`config.mk`:
```
export PLATFORM = sky130hd
export DESIGN_NAME = two_axis_deadband_positioner
export DESIGN_NICKNAME = d
export VERILOG_FILES = /design/src/rtl/tadp_pkg.sv /design/src/rtl/tadp_axis.sv /design/src/rtl/two_axis_deadband_positioner.sv
export VERILOG_INCLUDE_DIRS = /design/src /design/src/rtl
export SDC_FILE = /design/constraint.sdc
export NUM_CORES = 1
export LEC_CHECK = 0
export BUFFER_PORTS_ARGS = -buffer_cell sky130_fd_sc_hd__clkbuf_2
export CAP_MARGIN = 25
export CORE_UTILIZATION = 65
export CTS_CLUSTER_SIZE = 28
export DETAILED_ROUTE_END_ITERATION = 12
export GPL_TIMING_DRIVEN = 0
export PLACE_DENSITY = 0.84
export SYNTH_ARGS = -nofsm -noshare
export SYNTH_HDL_FRONTEND = slang
export SYNTH_SLANG_ARGS = --single-unit
```
`constraint.sdc`:
```
create_clock -name clock -period 15.3 [get_ports clock]
set_input_delay 0.765 -clock clock [delete_from_list [all_inputs] [get_ports clock]]
set_output_delay 0.765 -clock clock [all_outputs]
set_load 0.1 [all_outputs]
```
`src/rtl/assert_macros.svh`:
```
`ifndef ASSERT_MACROS_SVH
`define ASSERT_MACROS_SVH

// property checked at every rising clock edge outside reset
`define ASSERT_CLK(lbl, prop, msg) \
   lbl: assert property (@(posedge clock) disable iff (reset) (prop)) else $error(msg);

// property checked at every rising clock edge, reset included
`define ASSERT_ALWAYS(lbl, prop, msg) \
   lbl: assert property (@(posedge clock) (prop)) else $error(msg);

`endif

```
`src/rtl/tadp_pkg.sv`:
```
package tadp_pkg;

   localparam int AZ_DEG_BITS    = 9;
   localparam int EL_DEG_BITS    = 8;
   localparam int SCALE_BITS     = 16;
   localparam int ACTION_BITS    = 2;
   localparam int CSR_INDEX_BITS = 3;
   localparam int CSR_DATA_BITS  = 16;

   localparam logic [ACTION_BITS-1:0] ACT_TICK = 2'd0;
   localparam logic [ACTION_BITS-1:0] ACT_BOTH = 2'd1;
   localparam logic [ACTION_BITS-1:0] ACT_AZ   = 2'd2;
   localparam logic [ACTION_BITS-1:0] ACT_EL   = 2'd3;

   localparam logic [CSR_INDEX_BITS-1:0] CSR_AZ_ZERO  = 3'd0;
   localparam logic [CSR_INDEX_BITS-1:0] CSR_AZ_MAX   = 3'd1;
   localparam logic [CSR_INDEX_BITS-1:0] CSR_EL_ZERO  = 3'd2;
   localparam logic [CSR_INDEX_BITS-1:0] CSR_EL_MAX   = 3'd3;
   localparam logic [CSR_INDEX_BITS-1:0] CSR_AZ_BAND  = 3'd4;
   localparam logic [CSR_INDEX_BITS-1:0] CSR_EL_BAND  = 3'd5;
   localparam logic [CSR_INDEX_BITS-1:0] CSR_AZ_SCALE = 3'd6;
   localparam logic [CSR_INDEX_BITS-1:0] CSR_EL_SCALE = 3'd7;

   localparam logic [SCALE_BITS-1:0] AZ_SCALE_RESET = 16'd9312;
   localparam logic [SCALE_BITS-1:0] EL_SCALE_RESET = 16'd23279;

   localparam int MAX_COUNT_RESET = 1023;
   localparam int DEAD_BAND_RESET = 4;

   typedef struct packed {
      logic active;
      logic up;
      logic down;
   } axis_ctl_type;

endpackage

```
`src/rtl/tadp_axis.sv`:
```
module tadp_axis #(
   parameter int SENSOR_BITS     = 10,
   parameter int SCALE_FRAC_BITS = 12,
   parameter int PROD_BITS       = 25
) (
   input  logic [PROD_BITS-1:0]   prod,
   input  logic                   cmd,
   input  logic [SENSOR_BITS-1:0] reading,
   input  logic [SENSOR_BITS-1:0] zero_count,
   input  logic [SENSOR_BITS-1:0] max_count,
   input  logic [SENSOR_BITS-1:0] dead_band,
   input  logic [SENSOR_BITS-1:0] goal_cur,
   input  logic                   active_cur,
   output logic [SENSOR_BITS-1:0] goal_next,
   output tadp_pkg::axis_ctl_type ctl
);
   import tadp_pkg::*;

   localparam int SUM_BITS = PROD_BITS + 2;

   logic [SUM_BITS-1:0]    round_sum;
   logic [SUM_BITS-1:0]    count_raw;
   logic [SUM_BITS-1:0]    count_hi;
   logic [SUM_BITS-1:0]    count_clamp;
   logic [SENSOR_BITS-1:0] goal_cmd;
   logic [SENSOR_BITS-1:0] err;
   logic                   outside;
   logic                   act_now;

   always_comb begin
      round_sum   = SUM_BITS'(prod) + (SUM_BITS'(1) << (SCALE_FRAC_BITS - 1));
      count_raw   = (round_sum >> SCALE_FRAC_BITS) + SUM_BITS'(zero_count);
      count_hi    = (count_raw > SUM_BITS'(max_count)) ? SUM_BITS'(max_count) : count_raw;
      count_clamp = (count_hi < SUM_BITS'(zero_count)) ? SUM_BITS'(zero_count) : count_hi;
      goal_cmd    = count_clamp[SENSOR_BITS-1:0];
      err         = (goal_cmd > reading) ? (goal_cmd - reading) : (reading - goal_cmd);
      outside     = err > dead_band;
      goal_next   = cmd ? goal_cmd : goal_cur;
      act_now     = cmd ? outside : active_cur;
      ctl.active  = act_now && (reading != goal_next);
      ctl.up      = ctl.active && (reading < goal_next);
      ctl.down    = ctl.active && (reading > goal_next);
   end

endmodule

```
`src/rtl/two_axis_deadband_positioner.sv`:
```
// Two-axis bang-bang positioner with per-axis dead band. One transaction is
// taken every clock cycle while the result is not stalled: the degree-to-count
// products are registered at acceptance, then rounding, zero offset, clamping,
// dead-band test and drive decision run into the result register while the goal
// and busy state update. A stalled result holds one transaction in the product
// stage; further input stalls until the result is taken. The user must write the
// configuration registers through the csr port only while no transaction is in
// flight; the block itself does not enforce this. They have no read-back.
module two_axis_deadband_positioner #(
   parameter int SENSOR_BITS     = 10,
   parameter int SCALE_FRAC_BITS = 12
) (
   input  logic                                  clock,
   input  logic                                  reset,
   input  logic                                  csr_wr_en,
   input  logic [tadp_pkg::CSR_INDEX_BITS-1:0]   csr_index,
   input  logic [tadp_pkg::CSR_DATA_BITS-1:0]    csr_wr_data,
   input  logic                                  req_valid,
   output logic                                  req_stall,
   input  logic [tadp_pkg::ACTION_BITS-1:0]      req_action,
   input  logic [tadp_pkg::AZ_DEG_BITS-1:0]      req_target_az_deg,
   input  logic [tadp_pkg::EL_DEG_BITS-1:0]      req_target_el_deg,
   input  logic [SENSOR_BITS-1:0]                req_az_reading,
   input  logic [SENSOR_BITS-1:0]                req_el_reading,
   output logic                                  rsp_valid,
   input  logic                                  rsp_stall,
   output logic                                  rsp_drive_east,
   output logic                                  rsp_drive_west,
   output logic                                  rsp_drive_up,
   output logic                                  rsp_drive_down,
   output logic                                  rsp_az_busy,
   output logic                                  rsp_el_busy,
   output logic [SENSOR_BITS-1:0]                rsp_az_goal_count,
   output logic [SENSOR_BITS-1:0]                rsp_el_goal_count
);
   import tadp_pkg::*;
   `include "assert_macros.svh"

   localparam int AZ_PROD_BITS = AZ_DEG_BITS + SCALE_BITS;
   localparam int EL_PROD_BITS = EL_DEG_BITS + SCALE_BITS;

   // configuration
   logic [SENSOR_BITS-1:0] az_zero_ff, az_max_ff, el_zero_ff, el_max_ff;
   logic [SENSOR_BITS-1:0] az_band_ff, el_band_ff;
   logic [SCALE_BITS-1:0]  az_scale_ff, el_scale_ff;

   always_ff @(posedge clock) begin
      if (reset) begin
         az_zero_ff  <= '0;
         az_max_ff   <= SENSOR_BITS'(MAX_COUNT_RESET);
         el_zero_ff  <= '0;
         el_max_ff   <= SENSOR_BITS'(MAX_COUNT_RESET);
         az_band_ff  <= SENSOR_BITS'(DEAD_BAND_RESET);
         el_band_ff  <= SENSOR_BITS'(DEAD_BAND_RESET);
         az_scale_ff <= AZ_SCALE_RESET;
         el_scale_ff <= EL_SCALE_RESET;
      end else if (csr_wr_en) begin
         unique case (csr_index)
            CSR_AZ_ZERO:  az_zero_ff  <= csr_wr_data[SENSOR_BITS-1:0];
            CSR_AZ_MAX:   az_max_ff   <= csr_wr_data[SENSOR_BITS-1:0];
            CSR_EL_ZERO:  el_zero_ff  <= csr_wr_data[SENSOR_BITS-1:0];
            CSR_EL_MAX:   el_max_ff   <= csr_wr_data[SENSOR_BITS-1:0];
            CSR_AZ_BAND:  az_band_ff  <= csr_wr_data[SENSOR_BITS-1:0];
            CSR_EL_BAND:  el_band_ff  <= csr_wr_data[SENSOR_BITS-1:0];
            CSR_AZ_SCALE: az_scale_ff <= csr_wr_data[SCALE_BITS-1:0];
            CSR_EL_SCALE: el_scale_ff <= csr_wr_data[SCALE_BITS-1:0];
         endcase
      end
   end

   // handshake
   logic a_vld_ff;
   logic o_vld_ff;
   logic out_free;
   logic a_move;
   logic req_take;

   assign out_free  = !o_vld_ff || !rsp_stall;
   assign a_move    = a_vld_ff && out_free;
   assign req_stall = a_vld_ff && !out_free;
   assign req_take  = req_valid && !req_stall;
   assign rsp_valid = o_vld_ff;

   always_ff @(posedge clock) begin
      if (reset) begin
         a_vld_ff <= 1'b0;
         o_vld_ff <= 1'b0;
      end else begin
         if (req_take) begin
            a_vld_ff <= 1'b1;
         end else if (a_move) begin
            a_vld_ff <= 1'b0;
         end
         if (a_move) begin
            o_vld_ff <= 1'b1;
         end else if (!rsp_stall) begin
            o_vld_ff <= 1'b0;
         end
      end
   end

   // product stage
   logic [AZ_PROD_BITS-1:0] a_az_prod_ff, a_az_prod_in;
   logic [EL_PROD_BITS-1:0] a_el_prod_ff, a_el_prod_in;
   logic                    a_az_cmd_ff, a_el_cmd_ff;
   logic [SENSOR_BITS-1:0]  a_az_rd_ff, a_el_rd_ff;

   assign a_az_prod_in = AZ_PROD_BITS'(req_target_az_deg) * AZ_PROD_BITS'(az_scale_ff);
   assign a_el_prod_in = EL_PROD_BITS'(req_target_el_deg) * EL_PROD_BITS'(el_scale_ff);

   always_ff @(posedge clock) begin
      if (req_take) begin
         a_az_prod_ff <= a_az_prod_in;
         a_el_prod_ff <= a_el_prod_in;
         a_az_cmd_ff  <= (req_action == ACT_BOTH) || (req_action == ACT_AZ);
         a_el_cmd_ff  <= (req_action == ACT_BOTH) || (req_action == ACT_EL);
         a_az_rd_ff   <= req_az_reading;
         a_el_rd_ff   <= req_el_reading;
      end
   end

   // axis decisions
   logic [SENSOR_BITS-1:0] az_goal_ff, el_goal_ff;
   logic                   az_active_ff, el_active_ff;
   logic [SENSOR_BITS-1:0] az_goal_in, el_goal_in;
   axis_ctl_type           az_ctl, el_ctl;

   tadp_axis #(
      .SENSOR_BITS     (SENSOR_BITS),
      .SCALE_FRAC_BITS (SCALE_FRAC_BITS),
      .PROD_BITS       (AZ_PROD_BITS)
   ) u_az_axis (
      .prod       (a_az_prod_ff),
      .cmd        (a_az_cmd_ff),
      .reading    (a_az_rd_ff),
      .zero_count (az_zero_ff),
      .max_count  (az_max_ff),
      .dead_band  (az_band_ff),
      .goal_cur   (az_goal_ff),
      .active_cur (az_active_ff),
      .goal_next  (az_goal_in),
      .ctl        (az_ctl)
   );

   tadp_axis #(
      .SENSOR_BITS     (SENSOR_BITS),
      .SCALE_FRAC_BITS (SCALE_FRAC_BITS),
      .PROD_BITS       (EL_PROD_BITS)
   ) u_el_axis (
      .prod       (a_el_prod_ff),
      .cmd        (a_el_cmd_ff),
      .reading    (a_el_rd_ff),
      .zero_count (el_zero_ff),
      .max_count  (el_max_ff),
      .dead_band  (el_band_ff),
      .goal_cur   (el_goal_ff),
      .active_cur (el_active_ff),
      .goal_next  (el_goal_in),
      .ctl        (el_ctl)
   );

   always_ff @(posedge clock) begin
      if (reset) begin
         az_goal_ff   <= '0;
         el_goal_ff   <= '0;
         az_active_ff <= 1'b0;
         el_active_ff <= 1'b0;
      end else if (a_move) begin
         az_goal_ff   <= az_goal_in;
         el_goal_ff   <= el_goal_in;
         az_active_ff <= az_ctl.active;
         el_active_ff <= el_ctl.active;
      end
   end

   // result register
   always_ff @(posedge clock) begin
      if (a_move) begin
         rsp_drive_east    <= az_ctl.up;
         rsp_drive_west    <= az_ctl.down;
         rsp_drive_up      <= el_ctl.up;
         rsp_drive_down    <= el_ctl.down;
         rsp_az_busy       <= az_ctl.active;
         rsp_el_busy       <= el_ctl.active;
         rsp_az_goal_count <= az_goal_in;
         rsp_el_goal_count <= el_goal_in;
      end
   end

   `ASSERT_CLK(a_az_drive_busy, rsp_valid |-> ((rsp_drive_east || rsp_drive_west) == rsp_az_busy) && !(rsp_drive_east && rsp_drive_west), "azimuth drive disagrees with busy")
   `ASSERT_CLK(a_el_drive_busy, rsp_valid |-> ((rsp_drive_up || rsp_drive_down) == rsp_el_busy) && !(rsp_drive_up && rsp_drive_down), "elevation drive disagrees with busy")
   `ASSERT_ALWAYS(a_goal_hold, (!reset && !a_move) |=> ($stable(az_goal_ff) && $stable(el_goal_ff)), "goal changed without a transaction")

endmodule

```
==> results_dict.tcl, run 1 <==
set metrics [dict create \
    ys_ff_latch 191 \
    p_per_area_nw_per_um2 140 \
    arrival_ps 12300 \
    clockPowerShare_pct 15.0 \
    leakage_nw 10.2 \
    nNetsFinal 2809 \
    synth_cell_types 71 \
    crit_path_start_kind "flip-flop" \
    vias_per_cell 5.93 \
    final_common_cell "nand2_1" \
    postCtsHoldBufs 0 \
    seq_power_share_pct 22.8 \
    path_common_cell "o21ai_0" \
    final_cell_mix "380 x nand2_1, 296 x inv_1, 229 x ha_1" \
    htreeDepth 4 \
    clk_latency_ps 450 \
    p_comb_share_pct 62.2 \
    critPathBufInv 6 \
    fin_skew_ps 11.2 \
    dieArea_sq_um 31100 \
    critPathSlowestCell "mux2i_1" \
    core_sq_um 29800 \
    seq_area_frac_synth_pct 23.1 \
    power.internal_mw 1.62 \
    hp-class "reg -> reg" \
    area_growth_pct 7.60 \
    rsz0062_at_grt "false" \
    wl_met1_mm 20.6 \
    postLayoutCellArea_sq_um 21300 \
    start_util_pct 66.4 \
    io_pins 91 \
    cts_setup_buffers 0 \
    highest_layer "met4" \
    critical_path_required_ps 15520 \
    cts_resized 0 \
    slew_violations 0 \
    critPathMaxStageDelay_ps 690 \
    yosys_warnings 0 \
    dp_hpwl_mm 40.0 \
    wl_met3_mm 3.56 \
    clock_path_buffers 2 \
    holdWs_ps 458 \
    cts_tree "built" \
    report.power.total_mw 2.97 \
    relSlewSlack_pct 33.3 \
    fmax_ghz 0.0828 \
    netSwitchingFraction_pct 45.6 \
    finalCriticalPeriod_ps 12080 \
    io_buffers 77 \
    synth_edf_count 75 \
    synth_area_per_cell_sq_um 8.87 \
    cts_sinks 191 \
    post_dp_cell_area_sq_um 20700 \
    numCtsBuffers 17 \
    die_w_microns 176 \
    preCtsSetupSlack_ps 3280 \
    grtUsageTotal_pct 33.5 \
    route.met2.wl_mm 24.1 \
    syn_area_sq_um 19800 \
    fin_ws_ps 3220 \
    cp_max_fo 10 \
    tns_ps 0 \
    vias 16200 \
    routabilityCongestion 0.931 \
    synth_cells 2231 \
    async_reset_ff_share_pct 0 \
    ir_drop_v 0.0000913 \
    setup_viol 0 \
    layout-drive-gt1-share_pct 7.17 \
    clock_tree.root_cell "clkbuf_16" \
    clkSlewWorstSetupHoldPaths_ps 80 \
    min_period_over_period_pct 78.9 \
    timing.final.hold_violations 0 \
    die_h_microns 176 \
    end_kind "flip-flop" \
    maxCapViolations 0 \
    status "completed" \
    dr.first_iter.drc_count 1111 \
    ant_nets 0 \
    diodes 0 \
    grt_pass1_wl_mm 81.6 \
    path_class "reg -> reg" \
    fill_cells 2277 \
    grt_pass1_vias 16600 \
    wl_per_cell_microns 18.4 \
    grt_max_degree 32 \
    cp_top_family "compound AO/OA/AOI/OAI gates" \
    wl_mm 50.2 \
    netSwitchingPower_mw 1.35 \
    drc_errors 0 \
    grt_overflow 0 \
    ys.flop_type "dfxtp_1" \
    tightest_slew_ps 998 \
    fp-row-count 63 \
    antenna_found_initial 0 \
    syn_nets 2710 \
    dr.pass1.iters 5 \
]
[cell families after synthesis]
family	after synthesis	synth area share, %
compound gates	372	11.9
xor+xnor	80	3.54
fa+ha+maj	416	33.4
buf+inv	391	7.53
flops	191	23.1
mux	48	2.74
simple gates	733	17.7
[path summary, 6_finish.rpt]
check / cells past startpoint / from / slack, ps / endpoint
setup / recovery: 49 / a_az_prod_ff[13] / 3220 / rsp_drive_west
hold / removal: 2 / az_band_ff[1] / 460 / az_band_ff[1]
setup reg to reg: 49 / a_az_prod_ff[13] / 3220 / rsp_drive_west
hold reg to reg: 2 / az_band_ff[1] / 460 / az_band_ff[1]
[area by class of cell]
class,count,area [sq um],share of cell area (%)
Multi-Input combinational cell,1649,13700,64.5
Buffer,95,379,1.78
Clock inverter,14,143,0.670
Sequential cell,191,4570,21.5
Tap cell,390,488,2.29
Inverter,296,1110,5.22
Clock buffer,18,439,2.06
Timing Repair Buffer,80,415,1.95
[power by group through the flow]
stage               clock (mW)  combinational, mW  sequential (mW)
floorplan                    0               1.31            0.731
global placement             0               1.71            0.684
detailed placement           0               1.80            0.686
CTS                      0.444               1.82            0.675
global route             0.462               2.06            0.684
finish                   0.444               1.85            0.677
[metal layers]
metal | global-route usage, % | vias up
met5 | 0 | -
met4 | 14.7 | 0
met3 | 5.10 | 140
met2 | 56.8 | 631
met1 | 42.3 | 7896
li1 | - | 7541
[registers in the layout, summed over array words and instances (netlist names), 13 cells and up]
| signal | count |
|---|---|
| a_el_prod_ff | 13 |
| a_az_prod_ff | 14 |
| el_scale_ff | 16 |
| az_scale_ff | 16 |
[stage by stage]
| stage | instances | utilization [%] |
|---|---|---|
| 6_report | 2733 | 71.4 |
| 3_5_place_dp | 2699 | 69.5 |
| 3_3_place_gp | 2698 | 69.3 |
| 5_1_grt | 2733 | 71.4 |
| 2_1_floorplan | 2231 | - |
| 4_1_cts | 2731 | 71.4 |
[worst min-delay path, cell delays in order, from the launching register on]
cell and delay, ps:
dfxtp_1 310, nand2_1 50, a21oi_1 50
[synthesized netlist by cell type, types with 15 or more instances]
cell type / number / share of area, %
nor3_1: 20 / 0.51
clkbuf_1: 77 / 1.5
a22o_1: 16 / 0.71
dfxtp_1: 116 / 12
nand4_1: 25 / 0.79
nand3_1: 25 / 0.63
inv_1: 296 / 5.6
nand2b_1: 15 / 0.47
and2_1: 112 / 3.5
fa_1: 187 / 19
o21a_1: 16 / 0.61
nor2b_1: 35 / 1.1
a21o_1: 52 / 2.0
nand2_1: 380 / 7.2
a21oi_1: 146 / 3.7
o21ai_0: 54 / 1.4
ha_1: 229 / 14
mux2i_1: 20 / 1.0
nor2_1: 59 / 1.1
edfxtp_1: 75 / 11
xnor2_1: 47 / 2.1
nand3b_1: 25 / 0.95
xor2_1: 33 / 1.5
mux2_2: 21 / 1.2
Power figures use the tool's default switching activity.
==> inputs of run 2 (changes only) <==
--- a/config.mk
+++ b/config.mk
@@ -6,13 +6,14 @@
 export SDC_FILE = /design/constraint.sdc
 export NUM_CORES = 1
 export LEC_CHECK = 0
+export ABC_AREA = 1
 export BUFFER_PORTS_ARGS = -buffer_cell sky130_fd_sc_hd__clkbuf_2
 export CAP_MARGIN = 25
-export CORE_UTILIZATION = 65
+export CORE_UTILIZATION = 64
 export CTS_CLUSTER_SIZE = 28
 export DETAILED_ROUTE_END_ITERATION = 12
 export GPL_TIMING_DRIVEN = 0
-export PLACE_DENSITY = 0.84
+export PLACE_DENSITY = 0.82
 export SYNTH_ARGS = -nofsm -noshare
 export SYNTH_HDL_FRONTEND = slang
 export SYNTH_SLANG_ARGS = --single-unit
==> constraint.sdc (replaced) <==
create_clock -name clock -period 12.6 [get_ports clock]
set_input_delay 0.63 -clock clock [delete_from_list [all_inputs] [get_ports clock]]
set_output_delay 0.63 -clock clock [all_outputs]
set_load 0.1 [all_outputs]
==> results_dict.tcl, run 2 <==
set metrics [dict create \
    status "completed" \
    cts_resized 0 \
    final_cell_mix "651 x nand2_1, 549 x inv_1, 229 x ha_1" \
    layout-drive-gt1-share_pct 7.01 \
    ir_drop_v 0.000121 \
    grt_pass1_wl_mm 86.4 \
    drc_errors 0 \
    vias_per_cell 5.56 \
    maxCapViolations 0 \
    yosys_warnings 0 \
    synth_cells 2688 \
    synth_fa_ha_area_share_pct 32.1 \
    antenna_found_initial 2 \
    p_per_area_nw_per_um2 197 \
    critPathBufInv 8 \
    arrival_ps 9940 \
    rsz0062_at_grt "false" \
    path_common_cell "nand2_1" \
    syn_area_sq_um 20600 \
    async_reset_ff_share_pct 0 \
    dieArea_sq_um 32900 \
    seq_power_share_pct 19.5 \
    min_period_over_period_pct 76.7 \
    grt_pass1_vias 17800 \
    fmax_ghz 0.103 \
    ys_ff_latch 191 \
    postCtsHoldBufs 0 \
    dp_hpwl_mm 42.6 \
    synth_cell_types 53 \
    synth_top_area_share_pct 18.2 \
    seq_area_frac_synth_pct 22.2 \
    p_comb_share_pct 67.7 \
    final_common_cell "nand2_1" \
    dr.pass1.iters 6 \
    hp-class "in -> reg" \
    io_pins 91 \
    dr.first_iter.drc_count 1459 \
    leakage_nw 12.1 \
    cp_top_family "simple AND/OR/NAND/NOR gates" \
    ys.flop_type "dfxtp_1" \
    clockPowerShare_pct 12.8 \
    die_h_microns 181 \
    synth_mux_area_share_pct 0.243 \
    path_class "reg -> reg" \
    grt_overflow 0 \
    relSlewSlack_pct 50.1 \
    yosys-top-cells-count "651 x nand2_1, 550 x inv_1, 229 x ha_1" \
    fill_cells 2573 \
    core_sq_um 31600 \
    area_growth_pct 7.39 \
    synth-xor-area-share_pct 3.36 \
    crit_path_start_kind "flip-flop" \
    synth_area_leaders "fa_1 18%, ha_1 14%, nand2_1 12%" \
    timing.final.hold_violations 0 \
    syn_nets 3167 \
    tightest_slew_ps 748 \
    setup_viol 0 \
    wl_per_cell_microns 16.4 \
    netSwitchingPower_mw 2.21 \
    synth_top_family_by_area "adder cells" \
    critPathMaxStageDelay_ps 430 \
    grtUsageTotal_pct 33.0 \
    grt_max_degree 39 \
    nNetsFinal 3263 \
    power.internal_mw 2.15 \
    synth_area_per_cell_sq_um 7.66 \
    cts_setup_buffers 0 \
    cts_tree "built" \
    routabilityCongestion 0.929 \
    clock_path_buffers 2 \
    netSwitchingFraction_pct 50.7 \
    synth-simple-area-share_pct 20.6 \
    final_util_pct 69.9 \
    finalCriticalPeriod_ps 9670 \
    tns_ps 0 \
    vias 17800 \
    cp_max_fo 10 \
    critical_path_required_ps 12880 \
    cts_sinks 191 \
    fin_skew_ps 19.1 \
    synth_area_leader_cell "fa_1" \
    numCtsBuffers 17 \
    htreeDepth 4 \
    critPathSlowestCell "edfxtp_1" \
    slew_violations 0 \
    clock_tree.root_cell "clkbuf_16" \
    clk_latency_ps 470 \
    synth_compound_area_share_pct 9.13 \
    wl_mm 52.6 \
    io_buffers 76 \
    end_kind "flip-flop" \
    yosysMostFrequentCell "nand2_1" \
    reg_top3 "az_scale_ff: 16 flops, el_scale_ff: 16 flops, a_az_prod_ff: 14 flops" \
    clkSlewWorstSetupHoldPaths_ps 90 \
    fin_ws_ps 2930 \
    start_util_pct 65.1 \
    synth_edf_count 75 \
    preCtsSetupSlack_ps 3140 \
    ant_nets 0 \
    die_w_microns 181 \
    fp-row-count 65 \
]
run 2: worst register-to-register path: cells and delay by family (launching register included):
family | cells | cell delay [ps]
AO/OA/AOI/OAI | 14 | 2310
XOR/XNOR | 3 | 610
adder cells (fa/ha/maj) | 6 | 1680
buffers and inverters | 8 | 1110
flip-flops | 1 | 430
AND/OR/NAND/NOR | 29 | 3340
run 2: cell type report:
class | instances | area (sq um) | area share [%]
multi-input cells | 1829 | 13500 | 60.9
flip-flops and latches | 191 | 4570 | 20.7
inverters | 563 | 2110 | 9.56
well taps | 402 | 503 | 2.27
plain buffers | 105 | 440 | 1.99
clock buffers | 17 | 425 | 1.92
repair buffers | 77 | 400 | 1.81
clock inverters | 15 | 190 | 0.860
diodes | 1 | 2.50 | 0.0113
run 2: power groups by stage:
stage	combinational, mW	clock (mW)	sequential [mW]
after global routing	3.35	0.583	0.855
after floorplan	2.14	0	0.948
final	2.95	0.559	0.848
after detailed placement	2.90	0	0.862
after global placement	2.81	0	0.861
after CTS	2.94	0.563	0.848
run 2: final timing paths:
check / start / end / slack (ps) / depth (start not counted)
min reg2reg: az_band_ff[5] / az_band_ff[5] / 470 / 2
max: a_el_prod_ff[11] / rsp_drive_up / 2930 / 60
max reg2reg: a_el_prod_ff[11] / rsp_drive_up / 2930 / 60
min: req_az_reading[3] / a_az_rd_ff[3] / 340 / 1
run 2: stage by stage:
step / instances / hold slack [ps] / area, sq um / total power, mW
after floorplan: 2688 / 435 / 20600 / 3.08
after CTS: 3199 / 322 / 22100 / 4.35
final: 3200 / 338 / 22100 / 4.36
after detailed placement: 3167 / 459 / 21500 / 3.77
after global placement: 3166 / 452 / 21500 / 3.67
after global routing: 3199 / 327 / 22100 / 4.79
run 2: kinds of logic after synthesis:
group	Yosys count
xor gates and xnor gates	79
adders and majority gates	416
buffers and inverters	668
AOI/OAI and AO/OA	332
muxes	5
DFF	191
and+or+nand+nor	997
run 2: per-layer routing:
metal  GRT usage (%)  share of wire (%)  vias to the layer above
met5               0              0.023                        -
met4            12.6                3.2                        2
met3            5.19                7.1                      133
met2            58.4                 49                      726
met1            40.4                 40                     8387
li1                -                  -                     8532
==> inputs of run 3 (changes only) <==
--- a/config.mk
+++ b/config.mk
@@ -9,11 +9,11 @@
 export ABC_AREA = 1
 export BUFFER_PORTS_ARGS = -buffer_cell sky130_fd_sc_hd__clkbuf_2
 export CAP_MARGIN = 25
-export CORE_UTILIZATION = 64
+export CORE_UTILIZATION = 58
 export CTS_CLUSTER_SIZE = 28
 export DETAILED_ROUTE_END_ITERATION = 12
 export GPL_TIMING_DRIVEN = 0
-export PLACE_DENSITY = 0.82
+export PLACE_DENSITY = 0.79
 export SYNTH_ARGS = -nofsm -noshare
 export SYNTH_HDL_FRONTEND = slang
 export SYNTH_SLANG_ARGS = --single-unit
==> constraint.sdc (replaced) <==
create_clock -name clock -period 8.1 [get_ports clock]
set_input_delay 0.405 -clock clock [delete_from_list [all_inputs] [get_ports clock]]
set_output_delay 0.405 -clock clock [all_outputs]
set_load 0.1 [all_outputs]
==> results_dict.tcl, run 3 (synthesized netlist as in run 2, its figures left out) <==
set metrics [dict create \
    relSlewSlack_pct 44.0 \
    die_w_microns 190 \
    wl_per_cell_microns 17.2 \
    reg2reg_slack_ps -470 \
    vias_per_cell 5.55 \
    path_common_cell "nand2_1" \
    p_per_area_nw_per_um2 339 \
    dr.first_iter.drc_count 1514 \
    maxCapViolations 0 \
    violations "negative setup slack" \
    htreeDepth 4 \
    rsz0062_at_grt "true" \
    antenna_found_initial 1 \
    crit_path_start_kind "flip-flop" \
    setup_viol 8 \
    grt_pass1_wl_mm 90.3 \
    grtUsageTotal_pct 31.5 \
    placedCellCount 3220 \
    ff2ff_path_depth 56 \
    reg_top3 "az_scale_ff: 16 flops, el_scale_ff: 16 flops, a_az_prod_ff: 14 flops" \
    start_util_pct 59.3 \
    final_common_cell "nand2_1" \
    stdcell_count 3369 \
    clock_tree.root_cell "clkbuf_16" \
    layout-drive-gt1-share_pct 16.8 \
    core_sq_um 34700 \
    path_class "reg -> reg" \
    tightest_slew_ps 839 \
    area_growth_pct 17.8 \
    min_period_over_period_pct 106 \
    routabilityCongestion 0.947 \
    fin_skew_ps 12.8 \
    grt_pass1_vias 18500 \
    clk_latency_ps 460 \
    cp_max_fo 5 \
    finalCriticalPeriod_ps 8570 \
    leakage_nw 12.9 \
    dp_hpwl_mm 43.0 \
    drc_errors 0 \
    final_cell_mix "601 x nand2_1, 536 x inv_1, 197 x ha_1" \
    fp-row-count 68 \
    vias 18700 \
    slew_violations 0 \
    dr.pass1.iters 8 \
    critical_path_required_ps 8390 \
    grt_max_degree 36 \
    io_pins 91 \
    end_kind "flip-flop" \
    worstReg2RegEnd "rsp_drive_up" \
    ant_nets 0 \
    crit_end "rsp_drive_up" \
    hp-class "in -> reg" \
    wl_mm 58.1 \
    timing.final.hold_violations 0 \
    arrival_ps 8860 \
    io_buffers 76 \
    grt_overflow 0 \
    clkSlewWorstSetupHoldPaths_ps 90 \
    critPathMaxStageDelay_ps 510 \
    dieArea_sq_um 36300 \
    nNetsFinal 3379 \
    cts_sinks 191 \
    holdWs_ps 112 \
    status "complete, but fails checks" \
    cts_tree "built" \
    clock_path_buffers 2 \
    critPathSlowestCell "or4_1" \
    reg2reg_from "a_el_prod_ff[13]" \
    die_h_microns 190 \
    fin_ws_ps -471 \
    fmax_ghz 0.117 \
    numCtsBuffers 17 \
    ir_drop_v 0.000366 \
    cp-startpoint "a_el_prod_ff[13]" \
]
## run 3: changes by cell type in the layout (fill, tap and decap cells not counted), sizes merged
cell,before,now
inv,568,570
clkinv,10,7
buf,17,132
nand2,661,663
## run 3: stage by stage
| stage | cell area [sq um] | TNS (ps) | power (mW) | setup slack, ps | utilization (%) |
|---|---|---|---|---|---|
| after floorplan | 20600 | 0 | 4.80 | 214 | - |
| after global placement | 21500 | -8460 | 5.70 | -1180 | 62.1 |
| after detailed placement | 21600 | -10090 | 5.85 | -1370 | 62.1 |
| after CTS | 23400 | -1120 | 7.57 | -224 | 67.4 |
| after global routing | 24300 | -6370 | 8.89 | -925 | 69.9 |
| final | 24300 | -2460 | 8.22 | -471 | 69.9 |
## run 3: cell type report
cell class              instances  area (sq um)
multi-input cells            1831         14500
fillers                      2685         10500
flip-flops and latches        191          4570
inverters                     563          2120
repair buffers                192          1350
well taps                     455           569
plain buffers                 104           475
clock buffers                  18           450
clock inverters                14           183
diodes                          1          2.50
## run 3: how the worst min path moves through the flow
stage                                  from            end  depth (start not counted)
after floorplan               az_band_ff[8]  az_band_ff[8]                          2
after global placement        el_band_ff[1]  el_band_ff[1]                          2
after detailed placement      el_band_ff[7]  el_band_ff[7]                          2
after CTS                 req_az_reading[1]  a_az_rd_ff[1]                          1
after global routing      req_az_reading[1]  a_az_rd_ff[1]                          1
final                     req_az_reading[7]  a_az_rd_ff[7]                          1
## run 3: per-layer routing
metal  vias to the layer above  track usage, %  part of all wire (%)
li1                       8770               -                     -
met1                      8847            38.9                    40
met2                       897            54.4                    48
met3                       196            4.73                   7.6
met4                         0            13.7                   4.6
met5                         -               0                     0
## run 3: worst max-delay path, delay by kind of cell (launching register included)
family          cells  cell delay, ps
compound gates     10            1260
xor+xnor            3             530
fa+ha+maj           5            1520
buf+inv            13            1430
flops               1             490
simple gates       25            3130
## run 3: what timing repair did
item | CTS | global route
setup endpoints to repair | 8 | 8
hold buffers | 0 | 0
pin swaps | 85 | 107
cloned | 5 | 1
buffers inserted | 73 | 38
gates resized for setup | 160 | 113
## run 3: power breakdown
group | internal (mW) | switching (mW) | leakage (nW)
registers | 1.22 | 0.0905 | 1.68
logic | 2.52 | 3.49 | 10.9
clock network | 0.442 | 0.457 | 0.307
total | 4.18 | 4.04 | 12.9
